===== config.mk =====
export PLATFORM = sky130hd
export DESIGN_NAME = keypad_calculator_entry
export DESIGN_NICKNAME = d
export VERILOG_FILES = /design/src/design/kce_pkg.sv /design/src/design/keypad_calculator_entry.sv
export SDC_FILE = /design/constraint.sdc
export NUM_CORES = 1
export LEC_CHECK = 0
export ABC_AREA = 1
export BUFFER_PORTS_ARGS = -buffer_cell sky130_fd_sc_hd__buf_2
export CAP_MARGIN = 20
export CORE_MARGIN = 1
export CORE_UTILIZATION = 60
export CTS_CLUSTER_DIAMETER = 80
export DETAILED_ROUTE_END_ITERATION = 7
export PLACE_DENSITY = 0.74
export SLEW_MARGIN = 20
export SYNTH_ARGS = -nofsm -noshare
export SYNTH_HDL_FRONTEND = slang
export SYNTH_SLANG_ARGS = --single-unit

===== constraint.sdc =====
create_clock -name clk_i -period 10.78 [get_ports clk_i]
set_clock_uncertainty 0.05 [all_clocks]
set_input_delay 2.156 -clock clk_i [delete_from_list [all_inputs] [get_ports clk_i]]
set_output_delay 2.156 -clock clk_i [all_outputs]
set_load 0.01 [all_outputs]

===== src/design/kce_pkg.sv =====
package kce_pkg;

  // Default and limit of the per-operand digit count
  localparam int unsigned MaxDigitsDef = 5;

  // Operands are non-negative and never exceed 32767, so 15 bits hold them
  localparam int unsigned OpW   = 15;
  localparam int unsigned StepW = $clog2(OpW);
  localparam int unsigned ValW  = 16;

  // Largest operand, and the digit accumulation width (operand*10 + 9)
  localparam int unsigned OperandLimit = 32767;
  localparam int unsigned AccW         = OpW + 4;
  localparam int unsigned MaxDigitVal  = 9;

  // Key codes
  localparam logic [2:0] FuncDigit = 3'd0;
  localparam logic [2:0] FuncAdd   = 3'd1;
  localparam logic [2:0] FuncSub   = 3'd2;
  localparam logic [2:0] FuncMul   = 3'd3;
  localparam logic [2:0] FuncDiv   = 3'd4;
  localparam logic [2:0] FuncEq    = 3'd5;

  // Result status codes
  localparam logic [1:0] StatAccept = 2'd0;
  localparam logic [1:0] StatResult = 2'd1;
  localparam logic [1:0] StatError  = 2'd2;

  typedef enum logic [1:0] {
    OP_ADD = 2'd0,
    OP_SUB = 2'd1,
    OP_MUL = 2'd2,
    OP_DIV = 2'd3
  } op_e;

  typedef enum logic [1:0] {
    ST_IDLE = 2'd0,
    ST_MUL  = 2'd1,
    ST_DIV  = 2'd2,
    ST_EMIT = 2'd3
  } state_e;

endpackage


===== src/design/keypad_calculator_entry.sv =====
// Four-function integer calculator fed one key per transfer.
// Input channel: in_valid_i/in_ready_o with func_i (0 digit, 1..4 add, sub,
// mul, div, 5 equals) and digit_i. Output channel: out_valid_o/out_ready_i
// with status_o (0 accepted, 1 result, 2 error), value_o and error_flag_o.
// Every key gives exactly one output transfer.
// Digits, operators, add, subtract and every error go from the input
// transfer through the result stage to the output register. Multiply and
// divide first run a shared 30-bit shift register one operand bit per
// cycle. A new key is taken only once the last result has left the
// result stage for the output register.
// The output register parts the two sides: the next key is taken while a
// result still waits. If the receiver stalls, the following result is held
// in the result stage and no further key is taken until it moves on.
// Reset clears both operands, the digit count, the operator (add), the
// error level and all handshake state; the block is ready at once.
module keypad_calculator_entry #(
  parameter int unsigned MAX_DIGITS = kce_pkg::MaxDigitsDef
) (
  input  logic                              clk_i,
  input  logic                              rst_ni,
  input  logic                              in_valid_i,
  output logic                              in_ready_o,
  input  logic [2:0]                        func_i,
  input  logic [3:0]                        digit_i,
  output logic                              out_valid_o,
  input  logic                              out_ready_i,
  output logic [1:0]                        status_o,
  output logic signed [kce_pkg::ValW-1:0]   value_o,
  output logic                              error_flag_o
);

  localparam int unsigned CntW = $clog2(MAX_DIGITS + 1);
  localparam int unsigned OpW  = kce_pkg::OpW;
  localparam int unsigned AccW = kce_pkg::AccW;
  localparam int unsigned ValW = kce_pkg::ValW;
  localparam int unsigned StepW = kce_pkg::StepW;

  kce_pkg::state_e state_q, state_d;
  kce_pkg::op_e    op_q, op_d;

  logic [OpW-1:0]   first_q, first_d;
  logic [OpW-1:0]   second_q, second_d;
  logic             on_second_q, on_second_d;
  logic [CntW-1:0]  cnt_q, cnt_d;
  logic             err_q, err_d;

  // Shared multiply/divide shift register: upper half is the partial
  // product or remainder, lower half the multiplier or dividend/quotient
  logic [OpW-1:0]   hi_q, hi_d;
  logic [OpW-1:0]   lo_q, lo_d;
  logic [StepW-1:0] step_q, step_d;

  // Result waiting for the output register
  logic [1:0]       res_stat_q, res_stat_d;
  logic [ValW-1:0]  res_val_q, res_val_d;

  logic             out_valid_q, out_valid_d;
  logic [1:0]       out_stat_q, out_stat_d;
  logic [ValW-1:0]  out_val_q, out_val_d;
  logic             out_err_q, out_err_d;

  logic             in_accept;
  logic             out_free;
  logic             last_step;
  logic [OpW-1:0]   cur_operand;
  logic [AccW-1:0]  acc_val;
  logic [OpW:0]     add_sum;
  logic [OpW:0]     mul_sum;
  logic [OpW:0]     div_trial;
  logic             div_fit;
  logic             is_equals_mul;
  logic             is_equals_div;

  assign in_ready_o  = (state_q == kce_pkg::ST_IDLE);
  assign in_accept   = in_valid_i & in_ready_o;
  assign out_free    = ~out_valid_q | out_ready_i;
  assign last_step   = (step_q == StepW'(OpW - 1));

  assign cur_operand = on_second_q ? second_q : first_q;
  // operand * 10 + digit as two shifted adds
  assign acc_val     = (AccW'(cur_operand) << 3) + (AccW'(cur_operand) << 1)
                     + AccW'(digit_i);
  assign add_sum     = {1'b0, first_q} + {1'b0, second_q};

  // One multiplier bit per step: add multiplicand when the low bit is set
  assign mul_sum     = {1'b0, hi_q} + (lo_q[0] ? {1'b0, first_q} : '0);
  // One quotient bit per step: shift in the next dividend bit and trial subtract
  assign div_trial   = {hi_q, lo_q[OpW-1]};
  assign div_fit     = (div_trial >= {1'b0, second_q});

  assign is_equals_mul = (func_i == kce_pkg::FuncEq) && on_second_q
                       && (op_q == kce_pkg::OP_MUL);
  assign is_equals_div = (func_i == kce_pkg::FuncEq) && on_second_q
                       && (op_q == kce_pkg::OP_DIV) && (second_q != '0);

  // Next state
  always_comb begin
    state_d = state_q;
    case (state_q)
      kce_pkg::ST_IDLE: begin
        if (in_accept) begin
          if (is_equals_mul) begin
            state_d = kce_pkg::ST_MUL;
          end else if (is_equals_div) begin
            state_d = kce_pkg::ST_DIV;
          end else begin
            state_d = kce_pkg::ST_EMIT;
          end
        end
      end
      kce_pkg::ST_MUL, kce_pkg::ST_DIV: begin
        if (last_step) begin
          state_d = kce_pkg::ST_EMIT;
        end
      end
      kce_pkg::ST_EMIT: begin
        if (out_free) begin
          state_d = kce_pkg::ST_IDLE;
        end
      end
      default: state_d = kce_pkg::ST_IDLE;
    endcase
  end

  // Datapath and entry state
  always_comb begin
    first_d     = first_q;
    second_d    = second_q;
    on_second_d = on_second_q;
    cnt_d       = cnt_q;
    op_d        = op_q;
    err_d       = err_q;
    hi_d        = hi_q;
    lo_d        = lo_q;
    step_d      = step_q;
    res_stat_d  = res_stat_q;
    res_val_d   = res_val_q;

    case (state_q)
      kce_pkg::ST_IDLE: begin
        if (in_accept) begin
          res_stat_d = kce_pkg::StatError;
          res_val_d  = '0;
          step_d     = '0;
          case (func_i)
            kce_pkg::FuncDigit: begin
              if (digit_i > 4'(kce_pkg::MaxDigitVal) || cnt_q >= CntW'(MAX_DIGITS)
                  || acc_val > AccW'(kce_pkg::OperandLimit)) begin
                err_d = 1'b1;
              end else begin
                err_d      = 1'b0;
                cnt_d      = CntW'(cnt_q + 1'b1);
                res_stat_d = kce_pkg::StatAccept;
                if (on_second_q) begin
                  second_d = acc_val[OpW-1:0];
                end else begin
                  first_d = acc_val[OpW-1:0];
                end
              end
            end
            kce_pkg::FuncAdd, kce_pkg::FuncSub, kce_pkg::FuncMul, kce_pkg::FuncDiv: begin
              if (on_second_q) begin
                err_d = 1'b1;
              end else begin
                cnt_d       = '0;
                on_second_d = 1'b1;
                op_d        = kce_pkg::op_e'(2'(func_i - kce_pkg::FuncAdd));
                res_stat_d  = kce_pkg::StatAccept;
              end
            end
            kce_pkg::FuncEq: begin
              if (!on_second_q) begin
                err_d = 1'b1;
              end else begin
                case (op_q)
                  kce_pkg::OP_ADD: begin
                    if (add_sum[OpW]) begin
                      err_d = 1'b1;
                    end else begin
                      res_stat_d = kce_pkg::StatResult;
                      res_val_d  = ValW'(add_sum);
                    end
                  end
                  kce_pkg::OP_SUB: begin
                    res_stat_d = kce_pkg::StatResult;
                    res_val_d  = {1'b0, first_q} - {1'b0, second_q};
                  end
                  kce_pkg::OP_MUL: begin
                    hi_d = '0;
                    lo_d = second_q;
                  end
                  default: begin
                    if (second_q == '0) begin
                      err_d = 1'b1;
                    end else begin
                      hi_d = '0;
                      lo_d = first_q;
                    end
                  end
                endcase
              end
            end
            default: err_d = 1'b1;
          endcase
          // Clear the entry on any error and after an add or subtract result
          if (err_d && (res_stat_d == kce_pkg::StatError)) begin
            first_d     = '0;
            second_d    = '0;
            on_second_d = 1'b0;
            cnt_d       = '0;
          end else if (res_stat_d == kce_pkg::StatResult) begin
            first_d     = '0;
            second_d    = '0;
            on_second_d = 1'b0;
            cnt_d       = '0;
          end
        end
      end
      kce_pkg::ST_MUL: begin
        hi_d   = mul_sum[OpW:1];
        lo_d   = {mul_sum[0], lo_q[OpW-1:1]};
        step_d = StepW'(step_q + 1'b1);
        if (last_step) begin
          if (mul_sum[OpW:1] != '0) begin
            err_d      = 1'b1;
            res_stat_d = kce_pkg::StatError;
            res_val_d  = '0;
          end else begin
            res_stat_d = kce_pkg::StatResult;
            res_val_d  = {1'b0, mul_sum[0], lo_q[OpW-1:1]};
          end
          first_d     = '0;
          second_d    = '0;
          on_second_d = 1'b0;
          cnt_d       = '0;
        end
      end
      kce_pkg::ST_DIV: begin
        hi_d   = div_fit ? OpW'(div_trial - {1'b0, second_q}) : div_trial[OpW-1:0];
        lo_d   = {lo_q[OpW-2:0], div_fit};
        step_d = StepW'(step_q + 1'b1);
        if (last_step) begin
          res_stat_d  = kce_pkg::StatResult;
          res_val_d   = {1'b0, lo_q[OpW-2:0], div_fit};
          first_d     = '0;
          second_d    = '0;
          on_second_d = 1'b0;
          cnt_d       = '0;
        end
      end
      default: ;
    endcase
  end

  // Output register: load from the result stage once the slot is free
  always_comb begin
    out_valid_d = out_valid_q & ~out_ready_i;
    out_stat_d  = out_stat_q;
    out_val_d   = out_val_q;
    out_err_d   = out_err_q;
    if (state_q == kce_pkg::ST_EMIT && out_free) begin
      out_valid_d = 1'b1;
      out_stat_d  = res_stat_q;
      out_val_d   = res_val_q;
      out_err_d   = err_q;
    end
  end

  always_ff @(posedge clk_i or negedge rst_ni) begin
    if (!rst_ni) begin
      state_q     <= kce_pkg::ST_IDLE;
      op_q        <= kce_pkg::OP_ADD;
      first_q     <= '0;
      second_q    <= '0;
      on_second_q <= 1'b0;
      cnt_q       <= '0;
      err_q       <= 1'b0;
      step_q      <= '0;
      out_valid_q <= 1'b0;
    end else begin
      state_q     <= state_d;
      op_q        <= op_d;
      first_q     <= first_d;
      second_q    <= second_d;
      on_second_q <= on_second_d;
      cnt_q       <= cnt_d;
      err_q       <= err_d;
      step_q      <= step_d;
      out_valid_q <= out_valid_d;
    end
  end

  // Payload registers
  always_ff @(posedge clk_i) begin
    hi_q       <= hi_d;
    lo_q       <= lo_d;
    res_stat_q <= res_stat_d;
    res_val_q  <= res_val_d;
    out_stat_q <= out_stat_d;
    out_val_q  <= out_val_d;
    out_err_q  <= out_err_d;
  end

  assign out_valid_o  = out_valid_q;
  assign status_o     = out_stat_q;
  assign value_o      = out_val_q;
  assign error_flag_o = out_err_q;

  // A value only travels with a computed result
  assert property (@(posedge clk_i) disable iff (!rst_ni)
    out_valid_o && (status_o != kce_pkg::StatResult) |-> (value_o == '0))
    else $error("nonzero value on a non-result transfer");

  // An error transfer always carries the raised error level
  assert property (@(posedge clk_i) disable iff (!rst_ni)
    out_valid_o && (status_o == kce_pkg::StatError) |-> error_flag_o)
    else $error("error transfer without error flag");

  // Digit count never passes its limit
  assert property (@(posedge clk_i) disable iff (!rst_ni)
    cnt_q <= CntW'(MAX_DIGITS))
    else $error("digit count beyond limit");

  // A taken key always leaves the idle state
  assert property (@(posedge clk_i) disable iff (!rst_ni)
    in_accept |=> (state_q != kce_pkg::ST_IDLE))
    else $error("key taken without leaving idle");

endmodule


* Word-level counts from Yosys, hierarchy flattened *
Cells that the tools add are included.

word-level totals
  logic and storage cells = 186
  register bits = 111

operators by class
  reduce and logical (&&, ||, !) cells = 31
  add/sub/neg operators = 9
  magnitude comparators = 4
  mux-type cells = 88
  eq/ne operators = 32
  bitwise operators = 6

operator list
  kind                                                    number
  two-way mux 15 bit                                      26
  case mux 15 bit (2 select lines)                        4
  case mux 15 bit (3 select lines)                        2
  two-way mux 16 bit                                      5
  case mux 16 bit (3 select lines)                        1
  adder 15 x 15 -> 16 bit                                 2
  case mux 16 bit (2 select lines)                        1
  nonzero test 15 bit                                     2
  two-way mux 2 bit                                       14
  AND reduction 6 bit                                     4
  adder 18 x 16 -> 19 bit                                 1
  adder 19 x 4 -> 19 bit                                  1
  > comparator 19 x 15 -> 1 bit (second input constant)   1
  two-way mux 3 bit                                       6
  case mux 2 bit (3 select lines)                         3
  two-way mux 1 bit                                       17
  greater-or-equal comparator 16 x 15 -> 1 bit            1
  AND reduction 4 bit                                     4
  subtractor 15 x 15 -> 16 bit                            1
  zero test 15 bit                                        1
  subtractor 15 bit                                       1
  inequality test 4 x 1 -> 1 bit (second input constant)  3
  case mux 3 bit (2 select lines)                         2
  equality test 2 bit (second input constant)             5
  34 further kinds                                        62

* Logic depth before layout (Yosys ltp) *
  depth in word-level cells = 14
  mapped depth = 26
  gate-level depth less buffers = 25

* Least setup slack after synthesis *
No wires, ideal clock.

  path type = input to register
  from = input port digit_i[3]
  to = register first_q[1]
  data arrival time = 4870 ps
  stages = 23
  slack = 5743 ps
  cells stage by stage = inv_1 -> fa_1 -> inv_1 -> fa_1 -> nand2_1 -> nand2_1 -> nand3_1 -> nand2_1 -> nand2_1 -> inv_1 -> nor2_1 -> nand2_1 -> nor2_1 -> nand2_1 -> nand2_1 -> nand4_4 -> nand2_2 -> inv_2 -> a21boi_4 -> nand2_2 -> buf_4 -> nand2_1 -> nand2_1

between the ends
  cells in the longest elaborated chain, start to end = 12
  elaborated cells between the ends (all ways) = 24
  those cells by class = add/sub: 1; order compare: 2; eq/ne: 5; mux: 12; reduce/logical: 4

ends and longest elaborated chain
  element                                                              RTL line                                                        source
  from (decl)                                                          keypad_calculator_entry.sv:24                                   input logic [3:0] digit_i,
  adder 19 x 4 -> 19 bit or > comparator 4 bit (tied branches)         keypad_calculator_entry.sv:82, keypad_calculator_entry.sv:147
  > comparator 19 x 15 -> 1 bit or logical OR 1 bit (tied branches)    keypad_calculator_entry.sv:148, keypad_calculator_entry.sv:147
  logical OR 1 bit *                                                   keypad_calculator_entry.sv:148                                  || acc_val > AccW'(kce_pkg::OperandLimit)) begin
  two-way mux 2 bit                                                    keypad_calculator_entry.sv:147                                  if (digit_i > 4'(kce_pkg::MaxDigitVal) || cnt_q >= CntW'(MAX_DIGITS)
  case mux 2 bit (3 select lines)                                      keypad_calculator_entry.sv:145                                  case (func_i)
  two-way mux 2 bit                                                    keypad_calculator_entry.sv:141                                  if (in_accept) begin
  two-way mux 2 bit                                                    keypad_calculator_entry.sv:139                                  case (state_q)
  equality test 2 x 1 -> 1 bit or equality test 2 bit (tied branches)  keypad_calculator_entry.sv:211, keypad_calculator_entry.sv:206
  two-way mux 15 bit or logical AND 1 bit (tied branches)              keypad_calculator_entry.sv:211, keypad_calculator_entry.sv:206
  two-way mux 15 bit                                                   keypad_calculator_entry.sv:206                                  if (err_d && (res_stat_d == kce_pkg::StatError)) begin
  two-way mux 15 bit                                                   keypad_calculator_entry.sv:141
  case mux 15 bit (2 select lines)                                     keypad_calculator_entry.sv:139
  to (signal assigned)                                                 keypad_calculator_entry.sv:283                                  first_q <= first_d;
  to (decl)                                                            keypad_calculator_entry.sv:41                                   logic [OpW-1:0] first_q, first_d;

Every way passes the cells marked *; elsewhere a longest branch is shown, timed or not. The select of a mux whose other input is x is not followed.
A chain may end at the register's enable or synchronous reset.

* Final worst setup path *
  from = input port digit_i[3]
  to = register first_q[9]

between the ends
  cells in the longest elaborated chain, start to end = 12
  elaborated cells between the ends (all ways) = 27
  those cells by class = add/sub: 1; order compare: 2; eq/ne: 5; mux: 15; reduce/logical: 4

ends and longest elaborated chain
  element                                                              RTL line
  adder 19 x 4 -> 19 bit or > comparator 4 bit (tied branches)         keypad_calculator_entry.sv:82, keypad_calculator_entry.sv:147
  > comparator 19 x 15 -> 1 bit or logical OR 1 bit (tied branches)    keypad_calculator_entry.sv:148, keypad_calculator_entry.sv:147
  logical OR 1 bit                                                     keypad_calculator_entry.sv:148
  two-way mux 2 bit                                                    keypad_calculator_entry.sv:147
  case mux 2 bit (3 select lines)                                      keypad_calculator_entry.sv:145
  two-way mux 2 bit                                                    keypad_calculator_entry.sv:141
  two-way mux 2 bit                                                    keypad_calculator_entry.sv:139
  equality test 2 x 1 -> 1 bit or equality test 2 bit (tied branches)  keypad_calculator_entry.sv:211, keypad_calculator_entry.sv:206
  two-way mux 15 bit or logical AND 1 bit (tied branches)              keypad_calculator_entry.sv:211, keypad_calculator_entry.sv:206
  two-way mux 15 bit                                                   keypad_calculator_entry.sv:206
  two-way mux 15 bit                                                   keypad_calculator_entry.sv:141
  case mux 15 bit (2 select lines)                                     keypad_calculator_entry.sv:139

Parallel ways exist; a longest one is shown, timed or not. The select of a mux whose other input is x is not followed.

==> metrics.txt <==
run status=finished, final reports clean; switching part of the total=0.540; setup_tns=0 ns; Ys Warns=0; gpl congestion=slightly below 1; synthesized instance count=between 1000 and 1500; antenna-violating nets left=0; Slew HR=0.261; GR Overflow Total=0; VDD IR max=0.000213 V; synthesized flop and latch total=roughly 110; Internal=0.00168 W; number of synthesized flops with an enable pin=between 60 and 70; IO buf count=31; Clk Latency, worst-skew pair=0.37 ns; CTS tree=done; Via density=5.77; Horiz. Die Dim=130 um; initial antenna violation count=0; layout net count=1459; Sink Count=between 100 and 150; DRC Markers=0; TritonRoute pass-1 iters=5; total track usage=0.336; sw power=0.00197 W; cts hold-fix bufs=0; Tot Pwr=between 0.003 and 0.004 W; Clock Power Share=0.095; Critical Path Start Type=input pin; Slowest-stage cell, CP=a21boi_4; highest clock rate=0.175 GHz; Final Max Tran Viols=0; CP bufs+invs=3; CP required=around 11 ns; vias in the first global route=a little over 8000; # rows=46; DIE AREA=17000 sq um; DR vias=around 9000; CTS buffer count=9; CP Class=input pin to flop; CP arrival=approximately 6 ns; IO Pins=32; Root Driver=clkbuf_16; 1st-iter DRT viols=approximately 890; P&R area growth vs syn=6.02%; Worst Tran Pin Value=~1.1 ns; routed wire length=approximately 27000 um; mean area per synthesized cell=between 7 and 8 sq um; crit path from=digit_i[3]; H-tree levels=3; core area=between 15000 and 20000 sq um; crit-path max cell delay=0.68 ns; Crit Reg-Reg Startpoint=on_second_q; PwrDens=~350 nW/um^2; CP top delay family=simple AND/OR/NAND/NOR gates; final hold vios=0; # resized after CTS=0; layout cells sized above 1=0.0731; Crit Path Max Fanout=30; RSZ-0062 raised after global routing=false; largest net degree at the start of global routing=46; Critical Path Sink Type=flop; Place WS=roughly 4.7 ns; Hold WC Path Type=flop to flop; ANT cells=0; Hold Startpoint=res_val_q[8]; Initial Utilization=0.619; ys async rst share=0.396; max-cap viol count=0; Distinct cells, synth=55; PnR worst setup slack=5.06 ns; HPWL Detailed=approximately 21000 um; crit share post-route=0.531; DR WL/cell=around 17 um; syn_nets=1449; worst path cell trace=buf_2 -> inv_1 -> fa_1 -> inv_1 -> fa_1 -> nand2_1 -> nand2_1 -> nand3b_1 -> nand3_1 -> nand2_1 -> nand3_1 -> nand2_1 -> nor2_1 -> nand2_1 -> nand2_1 -> nand3_1 -> nand3_2 -> a21boi_4 -> nand2_2 -> nand2_1 -> nand2_1; setup bufs post-CTS=0; part of the power in combinational logic=0.658; first-pass GRT wire length=43100 um; Seq pwr share=0.247; Chip Height=approximately 130 um; most frequent CP cell=nand2_1; Leak Pwr=5.28 nW; final setup fails=0; CTS clk-pin slew, worst paths=roughly 0.080 ns; clock tree buffer depth=2; Synth Flop Type=edfxtp_1; Final min period=between 5 and 6 ns; Seq/Total Area, Yosys=0.316; cell area after synthesis=between 9000 and 10000 sq um
## power by group through the flow
stage | Combinational [W] | Sequential [W] | Clock (W)
floorplan | 0.00181 | 0.000855 | 0
global placement | 0.00230 | 0.000900 | 0
detailed placement | 0.00234 | 0.000905 | 0
CTS | 0.00235 | 0.000897 | 0.000348
global route | 0.00267 | 0.000926 | 0.000365
finish | 0.00240 | 0.000901 | 0.000345
## metal layers
metal / track usage / vias up / share of wire / wire, um
li1: - / 4455 / - / -
met1: 0.471 / 4119 / 0.46 / 12400
met2: 0.503 / 350 / 0.43 / 11500
met3: 0.0574 / 55 / 0.076 / 2070
met4: 0.155 / 0 / 0.039 / 1070
met5: 0 / - / 0 / 0
## cell type report
class	instances	area (sq um)
Sequential cell	111	3110
Inverter	169	634
Timing Repair Buffer	35	191
Multi-Input combinational cell	1010	5950
Clock inverter	7	80.1
Fill cell	1407	5480
Clock buffer	9	225
Tap cell	216	270
## placed cells by master (no fill, tap or decap), drive strengths merged, types with 2 or more instances in the layout
| cell | count |
|---|---|
| nand2 | 335 |
| inv | 170 |
| nor2 | 119 |
| o21ai | 108 |
| ha | 106 |
| a21oi | 105 |
| nand3 | 85 |
| edfxtp | 67 |
| dfrtp | 44 |
| buf | 35 |
| xor2 | 22 |
| xnor2 | 18 |
| nand4 | 16 |
| o22ai | 13 |
| nor3 | 10 |
| a21o | 9 |
| a31oi | 9 |
| clkbuf | 9 |
| fa | 6 |
| or2 | 6 |
| o21bai | 5 |
| clkinv | 5 |
| o31ai | 4 |
| a22oi | 4 |
| o211ai | 4 |
| o2111ai | 3 |
| o21a | 3 |
| and3 | 3 |
| a31o | 3 |
| a2111oi | 2 |
| nand3b | 2 |
| a21boi | 2 |
## cells in the mapped netlist (3+ instances only)
cell / number / area, sq um
nand2_1: 329 / 1230
nand3_1: 79 / 395
nand3_4: 4 / 70.1
o2111ai_1: 3 / 26.3
inv_1: 158 / 593
nor2_4: 9 / 101
dfrtp_1: 44 / 1100
fa_1: 6 / 120
clkbuf_1: 23 / 86.3
nor2_1: 110 / 413
o21a_1: 3 / 22.5
xor2_1: 22 / 193
a21o_1: 9 / 67.6
o21bai_1: 5 / 37.5
or2_2: 5 / 31.3
nand4_1: 15 / 93.8
buf_2: 6 / 30.0
o211ai_1: 4 / 30.0
o21ai_0: 107 / 536
a21oi_1: 101 / 505
ha_1: 106 / 1330
buf_6: 3 / 33.8
edfxtp_1: 67 / 2010
a31o_2: 3 / 26.3
o31ai_1: 4 / 30.0
nand2_2: 5 / 31.3
nor3_1: 10 / 50.1
and3_1: 3 / 18.8
xnor2_1: 18 / 158
o22ai_1: 13 / 81.3
a22oi_1: 4 / 30.0
a21oi_4: 4 / 65.1
inv_2: 9 / 33.8
a31oi_1: 9 / 56.3
## path summary, 6_finish.rpt
kind                         endpoint  slack (ns)  cells after the start
setup / recovery           first_q[9]        5.06                     21
hold / removal             value_o[8]        0.37                      0
setup reg to reg           first_q[9]        5.62                     21
hold reg to reg            value_o[8]        0.37                      0
max in group asynchronous  first_q[8]        8.53                      1
min in group asynchronous   step_q[0]        1.72                      1
## cells by family (layout without fill, tap and decap cells)
kind of cell | after synthesis | after routing | share of synthesized area
simple gates | 580 | 580 | 0.257
compound gates | 278 | 278 | 0.162
buf+inv | 205 | 220 | 0.0829
fa+ha+maj | 112 | 112 | 0.147
flops | 111 | 111 | 0.316
xor+xnor | 40 | 40 | 0.0355
## per-stage QoR
step | std cells | utilization | instance area (sq um) | hold slack, ns
2_1_floorplan | 1326 | - | 9870 | 0.350
3_3_place_gp | 1540 | 0.636 | 10100 | 0.350
3_5_place_dp | 1540 | 0.636 | 10100 | 0.356
4_1_cts | 1556 | 0.655 | 10400 | 0.372
5_1_grt | 1557 | 0.656 | 10500 | 0.378
6_report | 1557 | 0.656 | 10500 | 0.369
## sequential cells by signal (all words and copies together) (netlist names)
register      flops
step_q            4
on_second_q       1
error_flag_o      1
err_q             1
out_valid_o       1
cnt_q             3
second_q         15
first_q          15
status_o          2
value_o          16
lo_q             15
op_q              2
res_val_q        16
res_stat_q        2
state_q           2
hi_q             15
No activity file was read; power rests on OpenSTA's default activity.
